==> src/design/i2cm_pkg.sv <==
// ----------------------------------------------------------------------------
// I2C master bit engine package
// Command codes, phase constants and the engine state record.
// ----------------------------------------------------------------------------
package i2cm_pkg;

	localparam logic [2:0] CMD_NONE  = 3'd0;
	localparam logic [2:0] CMD_START = 3'd1;
	localparam logic [2:0] CMD_STOP  = 3'd2;
	localparam logic [2:0] CMD_WRITE = 3'd3;
	localparam logic [2:0] CMD_READ  = 3'd4;
	localparam logic [2:0] CMD_ACK   = 3'd5;

	localparam logic [4:0] WR_LAST_BIT = 5'd16;
	localparam logic [4:0] WR_ACK_HIGH = 5'd17;
	localparam logic [4:0] RD_LAST     = 5'd23;
	localparam logic [4:0] RD_END      = 5'd24;

	typedef struct packed {
		logic [4:0] phase;
		logic [1:0] tri_cnt;
		logic [2:0] active_cmd;
		logic [7:0] shift_reg;
		logic       ack_bit;
		logic       scl_out;
		logic       sda_out;
		logic [7:0] rx_data;
	} state_t;

endpackage

==> src/design/i2c_master_bit_engine.sv <==
// ----------------------------------------------------------------------------
// I2C master bit engine
// Top level: engine state, tick logic and registered result.
// ----------------------------------------------------------------------------
// Each input beat is one tick from the bus prescaler, carrying the command
// request and the sampled SDA level. The engine takes one beat every clock
// cycle while in_stall is low; the result for a beat (SCL/SDA drive, busy,
// done, last read byte, last slave ack) appears in the output register on the
// next cycle. The single output register decides the rate: a new beat is
// taken whenever that register is empty or is being emptied in the same
// cycle. A command given while busy is ignored.
module i2c_master_bit_engine (
	input  logic       clk,
	input  logic       arst_n,
	input  logic       in_valid,
	output logic       in_stall,
	input  logic [2:0] cmd,
	input  logic [7:0] tx_byte,
	input  logic       ack_level,
	input  logic       sda_sample,
	output logic       out_valid,
	input  logic       out_stall,
	output logic       scl_level,
	output logic       sda_level,
	output logic       busy_res,
	output logic       done_res,
	output logic [7:0] rx_byte,
	output logic       slave_ack
);
	import i2cm_pkg::*;

	state_t state_q;
	state_t state_nxt;
	logic   step_done;
	logic   accept;
	logic   out_valid_q;
	logic   scl_q, sda_q, busy_q, done_q, ack_q;
	logic [7:0] rx_q;

	assign in_stall = out_valid_q & out_stall;
	assign accept   = in_valid & ~in_stall;

	i2cm_step u_step (
		.cur        (state_q),
		.cmd        (cmd),
		.tx_byte    (tx_byte),
		.ack_level  (ack_level),
		.sda_sample (sda_sample),
		.nxt        (state_nxt),
		.done       (step_done)
	);

	always_ff @(posedge clk or negedge arst_n) begin
		if (!arst_n) begin
			state_q <= '{phase: 5'd0, tri_cnt: 2'd0, active_cmd: CMD_NONE,
			             shift_reg: 8'd0, ack_bit: 1'b1, scl_out: 1'b1,
			             sda_out: 1'b1, rx_data: 8'd0};
			out_valid_q <= 1'b0;
		end else begin
			if (accept) begin
				state_q     <= state_nxt;
				out_valid_q <= 1'b1;
			end else if (!out_stall) begin
				out_valid_q <= 1'b0;
			end
		end
	end

	// result payload
	always_ff @(posedge clk) begin
		if (accept) begin
			scl_q  <= state_nxt.scl_out;
			sda_q  <= state_nxt.sda_out;
			busy_q <= (state_nxt.active_cmd != CMD_NONE);
			done_q <= step_done;
			rx_q   <= state_nxt.rx_data;
			ack_q  <= state_nxt.ack_bit;
		end
	end

	assign out_valid = out_valid_q;
	assign scl_level = scl_q;
	assign sda_level = sda_q;
	assign busy_res  = busy_q;
	assign done_res  = done_q;
	assign rx_byte   = rx_q;
	assign slave_ack = ack_q;

endmodule

==> src/design/i2cm_step.sv <==
// ----------------------------------------------------------------------------
// I2C master bit engine step
// Next-state logic for one tick of the active command.
// ----------------------------------------------------------------------------
module i2cm_step (
	input  i2cm_pkg::state_t cur,
	input  logic [2:0]       cmd,
	input  logic [7:0]       tx_byte,
	input  logic             ack_level,
	input  logic             sda_sample,
	output i2cm_pkg::state_t nxt,
	output logic             done
);
	import i2cm_pkg::*;

	logic [4:0] s;
	logic [1:0] r;
	logic       run;
	logic       fin;
	state_t     st;

	always_comb begin
		st  = cur;
		s   = cur.phase;
		r   = cur.tri_cnt;
		run = 1'b0;
		fin = 1'b0;
		if (cur.active_cmd == CMD_NONE) begin
			if (cmd == CMD_START || cmd == CMD_STOP || cmd == CMD_WRITE ||
			    cmd == CMD_READ || cmd == CMD_ACK) begin
				st.active_cmd = cmd;
				s   = 5'd0;
				r   = 2'd0;
				run = 1'b1;
				if (cmd == CMD_WRITE) st.shift_reg = tx_byte;
				if (cmd == CMD_READ) st.shift_reg = 8'd0;
				if (cmd == CMD_ACK) begin
					st.scl_out = 1'b0;
					st.sda_out = ack_level;
				end
			end
		end else begin
			run = 1'b1;
		end

		if (run) begin
			unique case (st.active_cmd)
				CMD_START: begin
					priority if (s == 5'd0) st.sda_out = 1'b1;
					else if (s == 5'd1) st.scl_out = 1'b1;
					else if (s == 5'd2) st.sda_out = 1'b0;
					else begin
						st.scl_out = 1'b0;
						fin = 1'b1;
					end
				end
				CMD_STOP: begin
					priority if (s == 5'd0) begin
						st.scl_out = 1'b0;
						st.sda_out = 1'b0;
					end else if (s == 5'd1) st.scl_out = 1'b1;
					else begin
						st.sda_out = 1'b1;
						fin = 1'b1;
					end
				end
				CMD_ACK: begin
					if (s == 5'd1) st.scl_out = 1'b1;
					else if (s != 5'd0) begin
						st.scl_out = 1'b0;
						fin = 1'b1;
					end
				end
				CMD_WRITE: begin
					priority if (s < WR_LAST_BIT) begin
						if (!s[0]) begin
							st.scl_out = 1'b0;
							st.sda_out = st.shift_reg[7];
						end else begin
							st.scl_out   = 1'b1;
							st.shift_reg = {st.shift_reg[6:0], 1'b0};
						end
					end else if (s == WR_LAST_BIT) begin
						st.scl_out = 1'b0;
						st.sda_out = 1'b1;
					end else if (s == WR_ACK_HIGH) begin
						st.scl_out = 1'b1;
						st.ack_bit = sda_sample;
					end else begin
						st.scl_out = 1'b0;
						fin = 1'b1;
					end
				end
				CMD_READ: begin
					st.sda_out = 1'b1;
					priority if (s >= RD_END) begin
						st.scl_out = 1'b0;
						st.rx_data = st.shift_reg;
						fin = 1'b1;
					end else if (r == 2'd1) begin
						st.scl_out   = 1'b1;
						st.shift_reg = {st.shift_reg[6:0], sda_sample};
					end else begin
						st.scl_out = 1'b0;
						if (s == RD_LAST) begin
							st.rx_data = st.shift_reg;
							fin = 1'b1;
						end
					end
				end
				default: fin = 1'b1;
			endcase

			if (fin) begin
				st.active_cmd = CMD_NONE;
				st.phase      = 5'd0;
				st.tri_cnt    = 2'd0;
			end else begin
				st.phase   = s + 5'd1;
				st.tri_cnt = (r == 2'd2) ? 2'd0 : r + 2'd1;
			end
		end
		nxt  = st;
		done = fin;
	end

endmodule

==> config.mk <==
export PLATFORM = sky130hd
export DESIGN_NAME = i2c_master_bit_engine
export DESIGN_NICKNAME = d
export VERILOG_FILES = /design/src/design/i2cm_pkg.sv /design/src/design/i2c_master_bit_engine.sv /design/src/design/i2cm_step.sv
export SDC_FILE = /design/constraint.sdc
export NUM_CORES = 1
export LEC_CHECK = 0
export ABC_AREA = 1
export BUFFER_PORTS_ARGS = -buffer_cell sky130_fd_sc_hd__buf_4
export CORE_UTILIZATION = 40
export DETAILED_ROUTE_END_ITERATION = 10
export HOLD_SLACK_MARGIN = 0.02
export PLACE_DENSITY = 0.65
export SLEW_MARGIN = 25
export SYNTH_ARGS = -nofsm -noshare
export SYNTH_HDL_FRONTEND = slang
export SYNTH_SLANG_ARGS = --single-unit
==> constraint.sdc <==
create_clock -name clk -period 2.6 [get_ports clk]
set_clock_uncertainty 0.1 [all_clocks]
set_input_delay 0.13 -clock clk [delete_from_list [all_inputs] [get_ports clk]]
set_output_delay 0.13 -clock clk [all_outputs]
set_load 0.01 [all_outputs]
-- Word level (Yosys, flattened, before mapping)
Index checks and enable logic that the tools add are counted.
- $add $sub $neg: 2
- $lt $le $gt $ge: 2
- equal/unequal tests: 18
- muxes and demuxes: 68
- bitwise gates (word level): 3
- reduce and logical (&&, ||, !) cells: 9
- operators with widths (cell ; number):
    $mux 8 ; 10
    $mux 1 ; 39
    $mux 11 ; 2
    $mux 22 ; 1
    $mux 2 ; 8
    $pmux 8 s2 ; 1
    $eq 5x5->1 const B ; 3
    $eq 3x2->1 const B ; 4
    $eq 3x3->1 const B ; 4
    $mux 5 ; 2
    $pmux 1 s5 ; 2
    $mux 7 ; 1
    $eq 3x1->1 const B ; 2
    $add 5x1->5 const B ; 1
    $eq 5x1->1 const B ; 1
    $eq 5x2->1 const B ; 1
    $ge 5x5->1 const B ; 1
    $logic_not 5->1 ; 1
    $lt 5x5->1 const B ; 1
    $reduce_bool 5->1 ; 1
    $logic_or 1x1->1 ; 4
    $pmux 1 s4 ; 1
    $logic_not 3->1 ; 1
    $mux 3 ; 1
    8 further kinds ; 9
- register bits after elaboration: 43
- bits of input ports: 17
- output and inout bits: 15
- logic and storage cells: 117

-- Depth between registers and ports, before layout
Gate-level depths: netlist of the first run.
- depth after elaboration: 16
- depth in mapped cells: 16
- mapped depth without buffers: 15

-- Hierarchy
Synthesis of the first run repeated with hierarchy kept, for this count alone.
- cell total of the unflattened synthesis: 373
- area, all modules: 2765.2 sq um
- modules (own cells, without submodules) (module ; times used ; cells an instance ; area each (sq um) ; sequential area each (sq um)):
    i2c_master_bit_engine ; 1 ; 147 ; 1595.3 ; 1144.8
    i2cm_step ; 1 ; 226 ; 1169.9 ; 0.0

-- Worst setup path before layout of the first run
OpenSTA, ideal clock, no wires.
- path type: reg2reg
- from: reg state_q[19] in the netlist's numbering
- to: reg rx_q[6] (netlist: rx_byte[6]), data pin
- setup time: 0.254 ns
- data arrival time: 1.639 ns
- required time: 2.246 ns
- setup slack: 0.607 ns
- cell stages (with the launch flop): 12
- buffers on the path: 2
- clock period less this slack: 1.993 ns
- path through: dfrtp_1 > inv_2 > nand2_2 > nor2_4 > nand2_4 > buf_4 > o211ai_2 > nand2_2 > a21oi_4 > buf_6 > nand2_1 > o21a_1
- RTL lines (what ; line ; source):
    from (decl) ; i2c_master_bit_engine.sv:32 ; state_t state_q;
    from (signal assigned) ; i2c_master_bit_engine.sv:55 ; state_q <= '{phase: 5'd0, tri_cnt: 2'd0, active_cmd: CMD_NONE,
    from (signal assigned) ; i2c_master_bit_engine.sv:61 ; state_q <= state_nxt;
    to (signal assigned) ; i2c_master_bit_engine.sv:76 ; rx_q <= state_nxt.rx_data;
    to (decl) ; i2c_master_bit_engine.sv:38 ; logic [7:0] rx_q;

-- Final worst setup path of the first run
- from: reg state_q[19] in the netlist's numbering
- to: reg done_q (netlist: done_res), data pin
- word-level cells in the longest chain between the ends: 8
- elaborated cells between the ends (all ways): 36
- classes of those cells: order compare: 2; eq/ne: 11; mux: 20; reduce/logical: 3
- ends and longest elaborated chain (what ; line ; source):
    $logic_not 3->1 ; i2cm_step.sv:28 ; if (cur.active_cmd == CMD_NONE) begin
    $mux 5 ; i2cm_step.sv:28 ;
    $eq 5x5->1, or another cell as far along ; i2cm_step.sv:105 ; if (s == RD_LAST) begin
    $mux 1 (on tied branches) ; i2cm_step.sv:105, i2cm_step.sv:51, i2cm_step.sv:86 ;
    $mux 1 (on tied branches) ; i2cm_step.sv:100, i2cm_step.sv:50, i2cm_step.sv:83 ;
    $mux 1 (on tied branches) ; i2cm_step.sv:96, i2cm_step.sv:49, i2cm_step.sv:75 ;
    $pmux 1 s5 ; i2cm_step.sv:47 ; unique case (st.active_cmd)
    $mux 1 ; i2cm_step.sv:46 ; if (run) begin
    to (signal assigned) ; i2c_master_bit_engine.sv:75 ; done_q <= step_done;
    to (decl) ; i2c_master_bit_engine.sv:37 ; logic scl_q, sda_q, busy_q, done_q, ack_q;
Parallel ways exist; a longest one is shown, timed or not. The select of a mux whose other input is x is not followed.
A chain may end at the register's enable or synchronous reset.

==> flow_metrics.py, run 1 <==
metrics = {
    "timing": {
        "timing.fmax_mhz": 417.2,
        "period_minus_slack_ns": 2.397,
        "tightest_slew_ns": 0.5153,
        "fin_setup_tns_ns": 0,
        "drv_slew": 0,
        "rsz0062_at_grt": "false",
        "timing.hold.ws_ns": 0.03737,
        "hold_violations": 0,
        "setup_viol": 0,
        "fin_crit_sh_pct": 92.20,
        "max_slew_margin_pct": 65.65,
        "fin_ws_ns": 0.2029,
    },
    "logic_synthesis": {
        "ys_seq_area_share_pct": 43.76,
        "synth_area_um2": 2616,
        "synth.avg_cell_area_um2": 7.308,
        "ys_ff_latch": 43,
        "synth.distinct_cells": 33,
        "synth_nets": 375,
        "syn_inst": 358,
        "yosys_warnings": 0,
    },
    "cells_and_area": {
        "layout-drive-gt1-share_pct": 17.13,
        "regArea_um2": 1145,
        "final.fill_count": 635,
        "final_common_cell": "nand2_1",
        "num-nets-final": 413,
        "multi_input_area_um2": 1220,
        "syn_to_final_growth_pct": 16.40,
        "n_antenna_cell": 0,
        "final_cell_mix": "nand2_1 (99), inv_1 (50), buf_4 (33)",
        "fin_util_pct": 48.24,
    },
    "clocking": {
        "clock_sinks": 43,
        "cts_tree": "done",
        "worstSkewPairLatency_ns": 0.30,
        "h-tree-depth": 2,
        "cts_buffers": 5,
        "root_buffer": "clkbuf_8",
        "post_cts_buffers": 0,
        "clkTransAtPathRegs_ns": 0.08,
        "cts_buffer_depth": 2,
    },
    "power": {
        "power_density_nw_per_um2": 960.5,
        "p_leak_nw": 1.530,
        "peakVddDrop_uv": 424.2,
        "power_mw": 2.925,
    },
    "grt": {
        "grt_pass1_vias": 2361,
        "grtUsageTotal_pct": 19.48,
        "grt_max_degree": 49,
        "grt_pass1_wl_um": 10940,
        "antenna_found_initial": 0,
        "overflow": 0,
    },
    "setup_path": {
        "r2r_end": "done_res",
        "r2r_start": "state_q[19]",
        "cp.required_ns": 2.54,
        "arrival_ns": 2.34,
        "critPathLaunchType": "flip-flop",
        "end_kind": "flip-flop",
        "r2r_cells": 12,
        "worstSetupStartpoint": "state_q[19]",
        "critPathKind": "reg2reg",
        "r2r_slack_ns": 0.20,
        "cp_max_fo": 14,
    },
    "floorplanning": {
        "fp-row-count": 29,
        "boundaryPins": 32,
        "die_w_um": 82.88,
        "dieArea_um2": 6868,
        "initial_core_util_pct": 41.44,
        "core_um2": 6314,
        "fp.dieH_um": 82.88,
    },
    "routing": {
        "drt_iter0_drc": 156,
        "routedWlPerCell_um": 13.60,
        "drt_drc_violations_left": 0,
        "wirelength_um": 6445,
        "drtPass1Iterations": 5,
        "via_per_inst": 5.154,
        "vias": 2443,
        "antenna_left": 0,
    },
    "placement": {
        "dp_hpwl_um": 4757,
        "dp_slack_ns": 0.2524,
        "io_buffers": 31,
        "gp_congestion": 0.8624,
    },
    "outcome": {
        "outcome": "complete, no violations",
    },
    "min_path": {
        "hold_path.startpoint": "sda_sample",
        "hold_end": "state_q[11]",
        "hp-class": "in2reg",
        "worstHoldPathCells": 3,
    },
    "job": {
        "cap_viol_max_count": 0,
    },
}
==> kinds of logic (layout without fill, tap and decap cells) <==
logic type	Yosys count	after routing	share of synthesized area, %
xor+xnor	1	1	0.3348
buf+inv	64	103	9.613
flops	43	43	43.76
simple gates	182	182	30.70
compound gates	68	68	15.59
==> per-layer routing <==
metal  up-vias  wire [um]  part of all wire, %  GRT usage [%]
li1       1240          -                    -              -
met2        58       3130                   49          33.01
met4         0        140                  2.2          6.426
met3        14        247                  3.8          3.579
met5         -          0                    0              0
met1      1131       2926                   45          25.05
==> state kept, by name, summed over array words and instances, names as in the netlist <==
signal and cells:
busy_res 1, done_res 1, out_valid 1, rx_byte 8
scl_level 1, sda_level 1, slave_ack 1, state_q 29
==> worst max-delay path by stage <==
stage	to	cells past startpoint
floorplan	rx_byte[6]	11
global placement	done_res	12
detailed placement	done_res	12
CTS	done_res	12
global route	done_res	12
finish	done_res	12
==> synth_stat cells (all sizes together) <==
master | instances | area, um2
clkinv | 2 | 7.510
o211ai | 1 | 12.51
clkbuf | 1 | 3.750
or2 | 1 | 6.260
nand3 | 25 | 130.1
o21ai | 36 | 180.2
a22oi | 4 | 30.03
a21oi | 8 | 51.30
nand4 | 9 | 62.56
o22ai | 6 | 37.54
nor3 | 2 | 10.01
dfrtp | 27 | 675.7
a31oi | 1 | 6.260
buf | 4 | 26.28
inv | 57 | 214.0
nor2 | 40 | 180.2
nand2 | 105 | 414.2
edfxtp | 13 | 390.4
xor2 | 1 | 8.760
o21a | 10 | 75.07
o31ai | 2 | 15.01
dfstp | 3 | 78.83
==> report_power, final <==
| group | internal [mW] | switching, mW |
|---|---|---|
| sequential | 0.923 | 0.133 |
| combinational | 0.493 | 0.956 |
| clock | 0.188 | 0.233 |
| total | 1.60 | 1.32 |
==> worst max-delay path: stages (launching register included) <==
cell and delay (ns):
dfrtp_1 0.42, inv_2 0.09, nand2_2 0.09, nor2_4 0.16
nand2_4 0.15, nand2_2 0.14, inv_2 0.08, nand3_1 0.15
nor2_1 0.06, o21ai_1 0.40, nand2_2 0.19, inv_2 0.08
nor2_1 0.04
==> area by class of cell <==
class                      instances  area share, %
timing repair buffer              36          9.121
multi-input combinational        251          40.06
sequential                        43          37.59
tap                               77          3.164
clock buffer                       6          2.383
inverter                          59          7.272
clock inverter                     2         0.4108
==> what timing repair did <==
action	in CTS	in global routing
endpoints found under the hold margin	31	0
hold buffers	3	0
resized for setup	0	0
==> stage by stage <==
step / instance area [um2] / cells
after detailed placement: 2930 / 463
after global placement: 2930 / 463
after floorplan: 2616 / 358
after global routing: 3045 / 474
after CTS: 3045 / 474
final: 3045 / 474
Note: power is estimated with default switching activity, not from simulation.
==> run 2, diff against run 1 <==
--- a/config.mk
+++ b/config.mk
@@ -5,10 +5,11 @@
 export SDC_FILE = /design/constraint.sdc
 export NUM_CORES = 1
 export LEC_CHECK = 0
-export ABC_AREA = 1
 export BUFFER_PORTS_ARGS = -buffer_cell sky130_fd_sc_hd__buf_4
+export CAP_MARGIN = 10
 export CORE_UTILIZATION = 40
 export DETAILED_ROUTE_END_ITERATION = 10
+export GPL_TIMING_DRIVEN = 0
 export HOLD_SLACK_MARGIN = 0.02
 export PLACE_DENSITY = 0.65
 export SLEW_MARGIN = 25
==> flow_metrics.py, run 2 <==
metrics = {
    "cells_and_area": {
        "n_antenna_cell": 0,
        "layout-drive-gt1-share_pct": 27.47,
        "largest_reg_flops": 29,
        "num-nets-final": 340,
        "final.fill_count": 599,
        "final_common_cell": "buf_4",
        "final_cell_mix": "buf_4 (35), nor2_1 (30), dfrtp_1 (27)",
        "final_cell_area_um2": 3221,
        "fin_util_pct": 50.15,
        "regArea_um2": 1145,
        "final_cells": 401,
        "multi_input_area_um2": 1440,
        "syn_to_final_growth_pct": 19.44,
        "top_register": "state_q",
    },
    "timing": {
        "tightest_slew_ns": 0.6182,
        "period_minus_slack_ns": 2.523,
        "hold_violations": 0,
        "timing.hold.ws_ns": 0.1728,
        "setup_viol": 0,
        "max_slew_margin_pct": 58.79,
        "timing.fmax_mhz": 396.4,
        "fin_crit_sh_pct": 97.03,
        "rsz0062_at_grt": "true",
        "drv_slew": 0,
        "fin_setup_tns_ns": 0,
    },
    "floorplanning": {
        "fp.dieH_um": 84.10,
        "fp-row-count": 29,
        "initial_core_util_pct": 41.98,
        "dieArea_um2": 7073,
        "boundaryPins": 32,
        "core_um2": 6422,
        "die_w_um": 84.10,
    },
    "logic_synthesis": {
        "synth_edf_count": 13,
        "synth.distinct_cells": 70,
        "syn_inst": 277,
        "synth_area_um2": 2696,
        "synth.avg_cell_area_um2": 9.734,
        "synthTopCellsByCount": "nor2_1 (30), dfrtp_1 (27), nand2_1 (23)",
        "yosys.area.top_type": "dfrtp_1",
        "synth_nets": 294,
        "yosysMostFrequentCell": "nor2_1",
        "synth_async_sr_flop_share_pct": 69.77,
        "ys.flop_type": "dfrtp_1",
        "yosys-top-cells-area": "dfrtp_1 (25%), edfxtp_1 (14%), mux2_2 (7.1%)",
        "yosys_warnings": 0,
        "ys_ff_latch": 43,
        "ys_seq_area_share_pct": 42.46,
        "synth_top_area_share_pct": 25.06,
    },
    "routing": {
        "drt_iter0_drc": 213,
        "drtPass1Iterations": 7,
        "via_per_inst": 5.928,
        "vias": 2377,
        "antenna_left": 0,
        "drt_drc_violations_left": 2,
        "wirelength_um": 6890,
        "routedWlPerCell_um": 17.18,
    },
    "power": {
        "switching_share_pct": 42.50,
        "p_leak_nw": 1.365,
        "p_seq_share_pct": 31.5,
        "peakVddDrop_uv": 478.5,
        "power_frac_comb_pct": 52.8,
        "power_frac_clock_pct": 15.6,
        "power_density_nw_per_um2": 1047,
        "p_sw_mw": 1.433,
        "intPower_mw": 1.939,
    },
    "clocking": {
        "cts_buffer_depth": 2,
        "h-tree-depth": 2,
        "cts_tree": "done",
        "cts_buffers": 5,
        "worstSkewPairLatency_ns": 0.30,
        "clock_sinks": 43,
        "clkTransAtPathRegs_ns": 0.08,
        "root_buffer": "clkbuf_8",
    },
    "setup_path": {
        "cp.required_ns": 2.67,
        "critPathLaunchType": "flip-flop",
        "r2r_cells": 6,
        "r2r_start": "state_q[25]",
        "cp_max_fo": 10,
        "r2r_end": "state_q[23]",
        "critPathKind": "reg2reg",
        "end_kind": "flip-flop",
        "r2r_slack_ns": 0.08,
        "arrival_ns": 2.60,
    },
    "placement": {
        "io_buffers": 31,
        "dp_cells": 385,
        "dpl_cell_area_um2": 3027,
        "gp_congestion": 0.9325,
        "dp_hpwl_um": 4864,
    },
    "grt": {
        "overflow": 0,
        "grt_max_degree": 31,
        "grt_pass1_vias": 2389,
        "antenna_found_initial": 0,
        "grtUsageTotal_pct": 21.29,
        "grt_pass1_wl_um": 11780,
    },
    "job": {
        "cap_viol_max_count": 0,
    },
    "min_path": {
        "hold_end": "state_q[21]",
        "worstHoldPathCells": 4,
        "hp-class": "in2reg",
        "hold_path.startpoint": "cmd[2]",
    },
    "outcome": {
        "violations": "design-rule violations",
        "outcome": "finished, violations left",
    },
}
[run 2: what timing repair did]
action	in CTS	in global routing
endpoints found under the setup margin	8	12
hold buffers	4	0
buffers inserted	1	3
endpoints found under the hold margin	33	0
pin swaps	1	1
resized for setup	0	5
[run 2: layout make-up]
cell class / count / share of cell area (%)
Buffer: 19 / 2.914
Clock buffer: 5 / 2.137
Clock inverter: 3 / 1.360
Inverter: 8 / 0.9324
Multi-Input combinational cell: 207 / 44.72
Sequential cell: 43 / 35.55
Tap cell: 77 / 2.991
Timing Repair Buffer: 39 / 9.402
[run 2: worst max path at each step]
stage / start / end
2_1_floorplan: state_q[19] / rx_byte[0]
3_3_place_gp: state_q[20] / state_q[7]
3_5_place_dp: state_q[20] / state_q[7]
4_1_cts: state_q[21] / busy_res
5_1_grt: state_q[25] / state_q[23]
6_report: state_q[25] / state_q[23]
[run 2: worst max-delay path, stage by stage, from the launching register on]
cell	delay [ns]
dfrtp_1	0.37
clkbuf_1	0.20
a2111oi_1	0.65
o32ai_2	0.23
nand2_1	0.17
nand3_1	0.28
o41ai_1	0.39
[run 2: cell families after synthesis]
group                  after synthesis  synth area share (%)
multiplexers                        23                 9.559
buffers and inverters               27                 4.455
flip-flops                          43                 42.46
AND/OR/NAND/NOR                    100                 19.95
AO/OA/AOI/OAI                       84                 23.57
[run 2: through the flow]
stage	power, mW	setup WS, ns
final	3.373	0.07723
after global routing	3.617	-0.1572
after CTS	3.337	0.05751
after detailed placement	2.797	-0.08206
after global placement	2.777	-0.02799
after floorplan	2.356	0.3009
[run 2: layer usage]
layer / wire length (um) / track usage (%) / share of wire, % / up-vias
li1: - / - / - / 1130
met2: 3396 / 34.43 / 49 / 77
met1: 2950 / 28.83 / 43 / 1163
met5: 0 / 0 / 0 / -
met4: 74 / 6.740 / 1.1 / 0
met3: 469 / 4.253 / 6.8 / 7
[run 2: power by group through the flow]
stage / logic [mW] / clock network [mW] / registers [mW]
after floorplan: 1.28 / 0 / 1.07
after CTS: 1.74 / 0.537 / 1.06
after global routing: 1.97 / 0.558 / 1.09
final: 1.78 / 0.528 / 1.06
after detailed placement: 1.72 / 0 / 1.08
after global placement: 1.71 / 0 / 1.07
